==> config.mk <==
export PLATFORM = sky130hd
export DESIGN_NAME = cse_ctrl
export DESIGN_NICKNAME = d
export VERILOG_FILES = /design/src/hdl/cse_pkg.sv /design/src/hdl/cse_ctrl.sv
export SDC_FILE = /design/constraint.sdc
export NUM_CORES = 1
export LEC_CHECK = 0
export BUFFER_PORTS_ARGS = -buffer_cell sky130_fd_sc_hd__buf_2
export CAP_MARGIN = 10
export CORE_MARGIN = 2
export CORE_UTILIZATION = 49
export CTS_CLUSTER_DIAMETER = 120
export CTS_CLUSTER_SIZE = 16
export DETAILED_ROUTE_END_ITERATION = 16
export PLACE_DENSITY_LB_ADDON = 0.15
export RECOVER_POWER = 50
export SLEW_MARGIN = 0
export SYNTH_ARGS = -nofsm -noshare
export SYNTH_HDL_FRONTEND = slang
export SYNTH_SLANG_ARGS = --single-unit
==> constraint.sdc <==
create_clock -name clk_i -period 2.11 [get_ports clk_i]
set_input_delay 0.1055 -clock clk_i [delete_from_list [all_inputs] [get_ports clk_i]]
set_output_delay 0.1055 -clock clk_i [all_outputs]
set_load 0.005 [all_outputs]
==> src/hdl/cse_pkg.sv <==
package cse_pkg;

  localparam int MAX_KNOTS  = 64;
  localparam int FRAC_BITS  = 16;
  localparam int IDX_W      = $clog2(MAX_KNOTS);
  localparam int CNT_W      = 7;
  localparam int CFG_IDX_W  = 1;
  localparam int CFG_DATA_W = 7;
  localparam int MAC_W      = 98;
  localparam int ACC_W      = 84;

  localparam logic [CFG_IDX_W-1:0] CFG_KNOT_COUNT  = 1'b0;
  localparam logic [CFG_IDX_W-1:0] CFG_EQUIDISTANT = 1'b1;
  localparam logic [CNT_W-1:0]     RST_KNOT_COUNT  = 7'd2;

  typedef struct packed {
    logic              kind;
    logic [5:0]        entry_index;
    logic signed [31:0] knot_position;
    logic signed [31:0] coef_const;
    logic signed [31:0] coef_linear;
    logic signed [31:0] coef_quadratic;
    logic signed [31:0] coef_cubic;
    logic signed [31:0] query_position;
  } in_item_t;

  typedef struct packed {
    logic signed [31:0] interp_value;
    logic               in_range;
  } out_item_t;

  localparam logic KIND_WRITE = 1'b0;
  localparam logic KIND_QUERY = 1'b1;

  typedef enum logic [4:0] {
    CMD_NONE,
    CMD_WRITE,
    CMD_START,
    CMD_RD_LAST,
    CMD_CHECK,
    CMD_EQ_INIT,
    CMD_DIV,
    CMD_SR_PROBE,
    CMD_SR_CMP,
    CMD_SR_END,
    CMD_LOAD,
    CMD_CAPT,
    CMD_MUL_LO,
    CMD_MUL_HI,
    CMD_MUL_WB,
    CMD_OUT
  } cmd_e;

  typedef enum logic [2:0] {
    OP_SQ,
    OP_CUBE,
    OP_LIN,
    OP_QUAD,
    OP_CUBIC
  } mul_op_e;

  typedef struct packed {
    cmd_e    cmd;
    mul_op_e op;
  } ctrl_cmd_t;

  typedef struct packed {
    logic ok_now;
    logic eq_mode;
    logic step_pos;
    logic sr_more;
    logic div_last;
    logic out_free;
  } dp_status_t;

endpackage

==> src/hdl/cse_ctrl.sv <==
module cse_ctrl import cse_pkg::*; (
  input  logic       clk_i,
  input  logic       rst_ni,
  input  logic       in_valid_i,
  input  logic       in_kind_i,
  output logic       in_ready_o,
  input  dp_status_t status_i,
  output ctrl_cmd_t  cmd_o
);

  typedef enum logic [11:0] {
    S_IDLE   = 12'b000000000001,
    S_RDLAST = 12'b000000000010,
    S_CHECK  = 12'b000000000100,
    S_EQ     = 12'b000000001000,
    S_DIV    = 12'b000000010000,
    S_SRCH   = 12'b000000100000,
    S_SCMP   = 12'b000001000000,
    S_LOAD   = 12'b000010000000,
    S_CAPT   = 12'b000100000000,
    S_MLO    = 12'b001000000000,
    S_MHI    = 12'b010000000000,
    S_MWB    = 12'b100000000000
  } state_e;

  state_e  state_q, state_d;
  mul_op_e op_q, op_d;
  logic    out_pending_q, out_pending_d;

  always_comb begin
    state_d       = state_q;
    op_d          = op_q;
    out_pending_d = out_pending_q;
    cmd_o.cmd     = CMD_NONE;
    cmd_o.op      = op_q;
    in_ready_o    = 1'b0;
    case (state_q)
      S_IDLE: begin
        // A finished result may still be waiting for the output register.
        if (out_pending_q) begin
          if (status_i.out_free) begin
            cmd_o.cmd     = CMD_OUT;
            out_pending_d = 1'b0;
          end
        end else begin
          in_ready_o = 1'b1;
          if (in_valid_i) begin
            if (in_kind_i == KIND_WRITE) begin
              cmd_o.cmd = CMD_WRITE;
            end else begin
              cmd_o.cmd = CMD_START;
              state_d   = S_RDLAST;
            end
          end
        end
      end
      S_RDLAST: begin
        cmd_o.cmd = CMD_RD_LAST;
        state_d   = S_CHECK;
      end
      S_CHECK: begin
        cmd_o.cmd = CMD_CHECK;
        if (!status_i.ok_now) begin
          state_d = S_LOAD;
        end else if (status_i.eq_mode) begin
          state_d = S_EQ;
        end else begin
          state_d = S_SRCH;
        end
      end
      S_EQ: begin
        cmd_o.cmd = CMD_EQ_INIT;
        state_d   = status_i.step_pos ? S_DIV : S_LOAD;
      end
      S_DIV: begin
        cmd_o.cmd = CMD_DIV;
        if (status_i.div_last) begin
          state_d = S_LOAD;
        end
      end
      S_SRCH: begin
        if (status_i.sr_more) begin
          cmd_o.cmd = CMD_SR_PROBE;
          state_d   = S_SCMP;
        end else begin
          cmd_o.cmd = CMD_SR_END;
          state_d   = S_LOAD;
        end
      end
      S_SCMP: begin
        cmd_o.cmd = CMD_SR_CMP;
        state_d   = S_SRCH;
      end
      S_LOAD: begin
        cmd_o.cmd = CMD_LOAD;
        state_d   = S_CAPT;
      end
      S_CAPT: begin
        cmd_o.cmd = CMD_CAPT;
        op_d      = OP_SQ;
        state_d   = S_MLO;
      end
      S_MLO: begin
        cmd_o.cmd = CMD_MUL_LO;
        state_d   = S_MHI;
      end
      S_MHI: begin
        cmd_o.cmd = CMD_MUL_HI;
        state_d   = S_MWB;
      end
      S_MWB: begin
        cmd_o.cmd = CMD_MUL_WB;
        state_d   = S_MLO;
        case (op_q)
          OP_SQ:   op_d = OP_CUBE;
          OP_CUBE: op_d = OP_LIN;
          OP_LIN:  op_d = OP_QUAD;
          OP_QUAD: op_d = OP_CUBIC;
          default: begin
            out_pending_d = 1'b1;
            state_d       = S_IDLE;
          end
        endcase
      end
      default: state_d = S_IDLE;
    endcase
  end

  always_ff @(posedge clk_i or negedge rst_ni) begin
    if (!rst_ni) begin
      state_q       <= S_IDLE;
      op_q          <= OP_SQ;
      out_pending_q <= 1'b0;
    end else begin
      state_q       <= state_d;
      op_q          <= op_d;
      out_pending_q <= out_pending_d;
    end
  end

endmodule

==> impl_metrics.json, run 1 <==
{
  "fillerInstances": 146,
  "final_cells": 184,
  "start_util": 0.534,
  "grt_pass1_vias": 1149,
  "layout_common_cells": "28 x buf_4, 16 x buf_2, 13 x dfrtp_1, 7 x nand2_1, 6 x nor4_2",
  "diodes": 0,
  "wl_per_cell_um": 17.4,
  "gp_congestion": 0.898,
  "cp_cell_sequence": "or4_4, or4_4, nor3b_2, or4_1, buf_2",
  "ys_warn_count": 0,
  "async_flop_share": 1.00,
  "rsz0062_at_grt": "true",
  "finalMaxSlewViolations": 0,
  "synthSimpleGateAreaFrac": 0.381,
  "die_h_um": 50.7,
  "finClkSkew_ns": 0.000341,
  "ys_ff_latch": 16,
  "hold_path_class": "input pin to flop",
  "period_minus_slack_ns": 2.42,
  "pre_cts_slack_ns": -0.0218,
  "syn-mean-instance-area_sq_um": 9.30,
  "grt_pass1_wl_um": 5240,
  "max_stage_delay_ns": 0.55,
  "grt_max_degree": 17,
  "syn-num-nets": 125,
  "cp.arrival_ns": 2.32,
  "fin_area_sq_um": 1510,
  "hold_path_depth": 2,
  "root_buffer": "clkbuf_4",
  "netlist_area_sq_um": 1070,
  "timing.final.crit_share": 1.15,
  "min_to": "state_q[5]",
  "cpMaxStageDelayCell": "or4_4",
  "crit_path_start_kind": "flop",
  "slew_headroom": 0.413,
  "status": "finished, violations left",
  "synth_compound_area_frac": 0.115,
  "die_w_um": 50.7,
  "power_density_nw_per_um2": 691,
  "critPathKind": "flop to output port",
  "worstHoldStart": "status_i[4]",
  "clkSinkCount": 16,
  "synthCells": 115,
  "drt_wl_total_um": 3210,
  "portBuffers": 17,
  "antenna_found_initial": 0,
  "htree_levels": 1,
  "io_pins": 19,
  "cts_tree": "done",
  "worstPathRequired_ns": 2.00,
  "route.detailed.drc": 0,
  "synthAdderAreaFrac": 0,
  "fin_util": 0.754,
  "num_vias": 1115,
  "synth_top_family_by_area": "simple AND/OR/NAND/NOR gates",
  "gr-total-overflow": 0,
  "seq_area_sq_um": 404,
  "finalHoldViolations": 0,
  "area_delta_synth_final_pct": 41.2,
  "fin_nets": 168,
  "failed_checks": "negative setup slack",
  "dieArea_sq_um": 2570,
  "placed_cell_area_sq_um": 1310,
  "fmax_mhz": 412,
  "r2r-start": "state_q[1]",
  "ir_worst_vdd_uv": 486,
  "dr.pass1.iters": 4,
  "fin_ws_ns": -0.314,
  "synthMuxAreaShare": 0.00936,
  "dp_cells": 172,
  "r2r_end": "op_q[2]",
  "vias_per_cell": 6.06,
  "final_common_cell": "buf_4",
  "final_antenna_net_count": 0,
  "synth_xor_area_frac": 0.0573,
  "grtUsageTotal": 0.278,
  "synth_cell_types": 45,
  "core_sq_um": 2000,
  "crit_fanout": 3,
  "drv_cap": 0,
  "clkLatencyLatePin_ns": 0.30,
  "r2r_slack_ns": 0.06,
  "synth-edff-count": 0,
  "synth_flop_cell": "dfrtp_1",
  "r2r_cells": 5,
  "endpoint_kind": "output port",
  "multi_input_area_sq_um": 707,
  "crit_path_frequent_cell": "or4_4",
  "finalSetupViolations": 4,
  "cts_buffers": 3,
  "hpwl_um": 2270,
  "drive_gt1_frac": 0.459,
  "p_leak_nw": 0.686,
  "path_clk_slew_ns": 0.10,
  "synth.yosys.seq_area_share": 0.375,
  "worstMarginPinSlew_ns": 0.881,
  "drtIter0Drc": 38,
  "cts_max_path_buffers": 2,
  "rows": 16
}
[Yosys cell counts (2+ instances only)]
library cell  count  area share
buf_2             8       0.037
nor2_1            5       0.018
nor3b_1           2       0.014
nand4_1           2       0.012
nand3_1           2      0.0094
nand4b_1          3       0.025
nand2_1           7       0.025
o41ai_1           2       0.016
nor4b_1           2       0.016
nor3_1            5       0.023
inv_1             4       0.014
or3_1             3       0.018
nand2b_1          4       0.023
or4_1             3       0.021
or4_4             3       0.032
o21ai_0           2      0.0094
nand3b_1          2       0.014
xnor2_1           5       0.041
or4b_1            3       0.028
xor2_1            2       0.016
nor4_1            8       0.047
dfrtp_1          15        0.35
[power by group]
part / total [W] / internal, W / switching, W
clock: 0.000213 / 0.000105 / 0.000108
sequential: 0.000348 / 0.000330 / 0.0000181
combinational: 0.000483 / 0.000250 / 0.000233
total: 0.00104 / 0.000685 / 0.000359
[layer usage]
metal,global-route usage,part of all wire
met5,0,0
met4,0.153,0.036
met3,0.0536,0.055
met2,0.480,0.51
met1,0.320,0.40
[per-stage QoR]
step	total power [W]	TNS, ns	hold slack, ns
global placement	0.000729	0	0.0343
floorplan	0.000562	0	-0.190
finish	0.00104	-0.936	0.00296
global route	0.00111	-1.44	0.0130
detailed placement	0.000738	-0.0218	0.0385
CTS	0.00101	-0.637	0.00694
[worst max path at each step]
| stage | start | slack, ns | to |
|---|---|---|---|
| CTS | state_q[1] | -0.21 | cmd_o[4] |
| floorplan | state_q[0] | 0.12 | cmd_o[4] |
| detailed placement | state_q[10] | -0.02 | cmd_o[3] |
| global placement | state_q[0] | 0.05 | cmd_o[4] |
| finish | state_q[1] | -0.31 | cmd_o[4] |
| global route | state_q[7] | -0.41 | cmd_o[4] |
[state kept, by name, summed over array words and instances, names as in the netlist]
name           flops
out_pending_q      1
op_q               3
state_q           12
[worst max-delay path: cells and delay by family (launching register included)]
kind,cells,cell delay (ns)
and+or+nand+nor,4,1.48
DFF,1,0.42
buffers and inverters,1,0.12
[layout make-up]
class	instances	area share
Clock buffer	4	0.0240
Inverter	4	0.00994
Multi-Input combinational cell	86	0.468
Sequential cell	16	0.268
Tap cell	27	0.0224
Timing Repair Buffer	47	0.208
[repair_timing]
item | CTS | global route
hold buffers | 1 | 1
buffers inserted | 5 | 1
endpoints found under the hold margin | 15 | 1
pin swaps | 3 | 2
gates resized for setup | 15 | 4
endpoints found under the setup margin | 4 | 8
[cell families (layout without fill, tap and decap cells)]
family / Yosys count / after routing
xor gates and xnor gates: 7 / 7
muxes: 1 / 1
other: 1 / 1
DFF: 16 / 16
buffers and inverters: 13 / 55
and+or+nand+nor: 61 / 61
AOI/OAI and AO/OA: 16 / 16
No activity file was read; power rests on OpenSTA's default activity.
==> run 2: changes to the inputs <==
Settings changed: REMOVE_ABC_BUFFERS from default to 1.
==> impl_metrics.json, run 2 (same netlist as run 1, synthesis figures left out) <==
{
  "crit_fanout": 4,
  "power_density_nw_per_um2": 681,
  "max_flop_register": "state_q",
  "num_vias": 1164,
  "antenna_found_initial": 0,
  "slew_headroom": 0.396,
  "cts_max_path_buffers": 2,
  "rows": 16,
  "die_w_um": 50.7,
  "hold_path_class": "input pin to flop",
  "wl_per_cell_um": 17.2,
  "endpoint_kind": "output port",
  "grtUsageTotal": 0.281,
  "root_buffer": "clkbuf_4",
  "drv_cap": 0,
  "cp.arrival_ns": 2.29,
  "core_sq_um": 2000,
  "reg_top3": "state_q: 12 flops, op_q: 3 flops, out_pending_q: 1 flops",
  "clkSinkCount": 16,
  "start_util": 0.534,
  "path_clk_slew_ns": 0.11,
  "drive_gt1_frac": 0.443,
  "route.met3.wl_um": 236,
  "cts_tree": "done",
  "highest_layer": "met4",
  "failed_checks": "negative setup slack",
  "final_common_cell": "buf_4",
  "finalHoldViolations": 0,
  "gr-total-overflow": 0,
  "timing.final.crit_share": 1.14,
  "route.detailed.drc": 0,
  "dieArea_sq_um": 2570,
  "pre_cts_slack_ns": 0.0157,
  "finalMaxSlewViolations": 0,
  "worstPathRequired_ns": 2.00,
  "critPathKind": "flop to output port",
  "grt_pass1_wl_um": 5300,
  "portBuffers": 17,
  "drtIter0Drc": 51,
  "final_antenna_net_count": 0,
  "vias_per_cell": 6.29,
  "grt_pass1_vias": 1129,
  "grt_max_degree": 17,
  "fin_ws_ns": -0.288,
  "tns_ns": -0.874,
  "fin_nets": 169,
  "fin_util": 0.752,
  "layout_common_cells": "26 x buf_4, 15 x buf_2, 12 x dfrtp_1, 6 x nor4_2, 6 x nand2_1",
  "route.met2.wl_um": 1570,
  "rsz0062_at_grt": "true",
  "die_h_um": 50.7,
  "cts_buffers": 3,
  "gp_congestion": 0.837,
  "area_delta_synth_final_pct": 40.7,
  "p_leak_nw": 0.686,
  "met1_length_um": 1320,
  "worstMarginPinSlew_ns": 0.906,
  "crit_path_start_kind": "flop",
  "drt_wl_total_um": 3180,
  "io_pins": 19,
  "dr.pass1.iters": 4,
  "diodes": 0,
  "finClkSkew_ns": 0.00961,
  "ir_worst_vdd_uv": 559,
  "htree_levels": 1,
  "hpwl_um": 2150,
  "status": "finished, violations left",
  "clkLatencyLatePin_ns": 0.31,
  "finalSetupViolations": 4,
  "period_minus_slack_ns": 2.40,
  "largest_reg_flops": 12,
  "fmax_mhz": 417
}
==> run 2: changes by cell type in the layout (fill, tap and decap cells not counted), sizes merged <==
cell / delta
clkbuf: +1
buf: -2
dlygate4sd3: +2
==> run 2: stage by stage <==
step           total power [W]  area (sq um)  hold WS (ns)  instances
2_1_floorplan         0.000558          1020        -0.190        106
3_3_place_gp          0.000725          1300        0.0393        171
3_5_place_dp          0.000731          1300        0.0445        171
4_1_cts                0.00101          1490        0.0657        185
5_1_grt                0.00108          1510        0.0590        185
6_report               0.00103          1510        0.0785        185
==> run 2: what timing repair did <==
action	CTS	global route
pin swaps	4	1
endpoints found under the hold margin	19	0
resized for setup	14	4
endpoints found under the setup margin	4	4
hold buffers	4	0
buffers inserted	6	0
==> run 2: path summary, 6_finish.rpt <==
path	start	to	slack [ns]	cells past startpoint
max in group asynchronous	rst_ni	state_q[8]	1.05	2
min in group asynchronous	rst_ni	state_q[10]	0.44	2
min	status_i[2]	state_q[6]	0.08	2
max	state_q[1]	cmd_o[4]	-0.29	5
max reg2reg	state_q[4]	op_q[2]	0.10	4
min reg2reg	op_q[0]	op_q[0]	0.57	1
==> run 2: cell type report <==
cell class,count,area (sq um)
multi-input cells,86,686
fillers,142,497
flip-flops and latches,16,405
repair buffers,48,329
clock buffers,4,36.3
well taps,27,33.8
inverters,4,15.0
==> run 2: metal layers <==
metal,global-route usage,vias up
li1,-,529
met1,0.347,562
met2,0.496,61
met3,0.0714,12
met4,0.0495,0
met5,0,-
==> run 2: power by group <==
| part | internal (W) | switching, W |
|---|---|---|
| Combinational | 0.000233 | 0.000228 |
| Sequential | 0.000330 | 0.0000190 |
| Clock | 0.000105 | 0.000110 |
| Total | 0.000668 | 0.000357 |
==> run 2: worst max-delay path: stages (launching register included) <==
cell     delay [ns]
dfrtp_1        0.42
or4_4          0.55
or4_4          0.55
nor3b_2        0.21
or4_1          0.14
buf_2          0.11
==> run 3: changes to the inputs <==
Settings changed: CELL_PAD_IN_SITES_DETAIL_PLACEMENT from default to 0, CELL_PAD_IN_SITES_GLOBAL_PLACEMENT from default to 1, CORE_UTILIZATION 49 to 37.
==> impl_metrics.json, run 3 (same netlist as run 1, synthesis figures left out) <==
{
  "antenna_found_initial": 0,
  "crit_fanout": 5,
  "dr.pass1.iters": 4,
  "critPathKind": "flop to output port",
  "r2r_slack_ns": 0.05,
  "grt_max_degree": 17,
  "route.detailed.drc": 0,
  "placed_cell_area_sq_um": 1360,
  "worstPathRequired_ns": 2.00,
  "dp_cells": 182,
  "fmax_mhz": 428,
  "final_cells": 190,
  "fin_hold_ws_ns": 0.00268,
  "cp.arrival_ns": 2.23,
  "period_minus_slack_ns": 2.34,
  "htree_levels": 1,
  "r2r-start": "state_q[0]",
  "rows": 19,
  "fillerInstances": 249,
  "root_buffer": "clkbuf_4",
  "met1_length_um": 1400,
  "finalHoldViolations": 0,
  "failed_checks": "negative setup slack",
  "drv_cap": 0,
  "p_leak_nw": 0.696,
  "num_vias": 1089,
  "cts_tree": "done",
  "drtIter0Drc": 30,
  "grtUsageTotal": 0.201,
  "rsz0062_at_grt": "true",
  "clkLatencyLatePin_ns": 0.29,
  "start_util": 0.388,
  "finClkSkew_ns": 0.0105,
  "fin_ws_ns": -0.228,
  "slew_headroom": 0.385,
  "r2r_end": "op_q[1]",
  "layout_common_cells": "29 x buf_4, 16 x buf_2, 15 x dfrtp_1, 6 x nand2_1",
  "endpoint_kind": "output port",
  "io_pins": 19,
  "power_density_nw_per_um2": 704,
  "highest_layer": "met4",
  "fin_area_sq_um": 1500,
  "path_clk_slew_ns": 0.11,
  "gr-total-overflow": 0,
  "power.total_w": 0.00106,
  "final_common_cell": "buf_4",
  "core_sq_um": 2760,
  "diodes": 0,
  "reg_top3": "state_q: 12 flops, op_q: 3 flops, out_pending_q: 1 flops",
  "wl_per_cell_um": 16.4,
  "seq_area_sq_um": 402,
  "gp_congestion": 0.808,
  "grt_pass1_vias": 1102,
  "crit_path_start_kind": "flop",
  "finalSetupViolations": 4,
  "hold_path_depth": 2,
  "final_antenna_net_count": 0,
  "r2r_cells": 5,
  "hold_path_class": "input pin to flop",
  "finalMaxSlewViolations": 0,
  "fin_nets": 170,
  "cts_buffers": 3,
  "worstMarginPinSlew_ns": 0.923,
  "dieArea_sq_um": 3340,
  "status": "finished, violations left",
  "grt_pass1_wl_um": 5150,
  "drt_wl_total_um": 3110,
  "hpwl_um": 2370,
  "drive_gt1_frac": 0.440,
  "min_to": "out_pending_q",
  "ir_worst_vdd_uv": 432,
  "max_flop_register": "state_q",
  "worstHoldStart": "status_i[0]",
  "largest_reg_flops": 12,
  "portBuffers": 17,
  "die_h_um": 57.8,
  "timing.final.crit_share": 1.11,
  "clkSinkCount": 16,
  "route.met3.wl_um": 176,
  "cts_max_path_buffers": 2,
  "multi_input_area_sq_um": 676,
  "route.met2.wl_um": 1500,
  "vias_per_cell": 5.73,
  "die_w_um": 57.8,
  "area_delta_synth_final_pct": 40.2
}
==> run 3: through the flow <==
step	util	setup WS, ns	TNS, ns
floorplan	-	0.117	0
global placement	0.492	0.0370	0
detailed placement	0.492	0.0161	0
CTS	0.537	-0.240	-0.784
global route	0.544	-0.304	-1.08
finish	0.544	-0.228	-0.757
==> run 3: repair_timing <==
| action | CTS | global route |
|---|---|---|
| endpoints found under the hold margin | 16 | 0 |
| setup endpoints to repair | 5 | 7 |
| setup buffers | 2 | 0 |
| resized for setup | 9 | 5 |
| hold buffers | 2 | 0 |
| pin swaps | 3 | 2 |
==> run 3: area by class of cell <==
| cell class | instances | share of cell area |
|---|---|---|
| multi-input cells | 86 | 0.450 |
| inverters | 4 | 0.0100 |
| flip-flops and latches | 16 | 0.268 |
| clock buffers | 4 | 0.0242 |
| repair buffers | 49 | 0.222 |
| well taps | 31 | 0.0259 |
==> run 3: power breakdown <==
| group | internal [W] | switching, W | leakage [nW] | total (W) |
|---|---|---|---|---|
| sequential | 0.000330 | 0.0000183 | 0.219 | 0.000348 |
| combinational | 0.000269 | 0.000225 | 0.455 | 0.000494 |
| clock | 0.000105 | 0.000109 | 0.0210 | 0.000214 |
| total | 0.000704 | 0.000352 | 0.696 | 0.00106 |
==> run 3: how the worst max path moves through the flow <==
stage                          start  cells past startpoint       end  slack [ns]
after floorplan           state_q[0]                      4  cmd_o[4]        0.12
after global placement    state_q[1]                      5  cmd_o[6]        0.04
after detailed placement  state_q[5]                      4   op_q[1]        0.02
after CTS                 state_q[1]                      5  cmd_o[4]       -0.24
after global routing      state_q[9]                      5  cmd_o[4]       -0.30
final                     state_q[9]                      5  cmd_o[4]       -0.23
==> run 3: layer usage <==
layer | up-vias | GRT usage
met5 | - | 0
met1 | 525 | 0.262
li1 | 527 | -
met4 | 0 | 0.0664
met2 | 33 | 0.338
met3 | 4 | 0.0357
==> run 3: worst max-delay path: stages, from the launching register on <==
cell,delay [ns]
dfrtp_1,0.44
or4_4,0.58
or4_4,0.48
nor3b_2,0.20
or4_1,0.14
buf_2,0.10
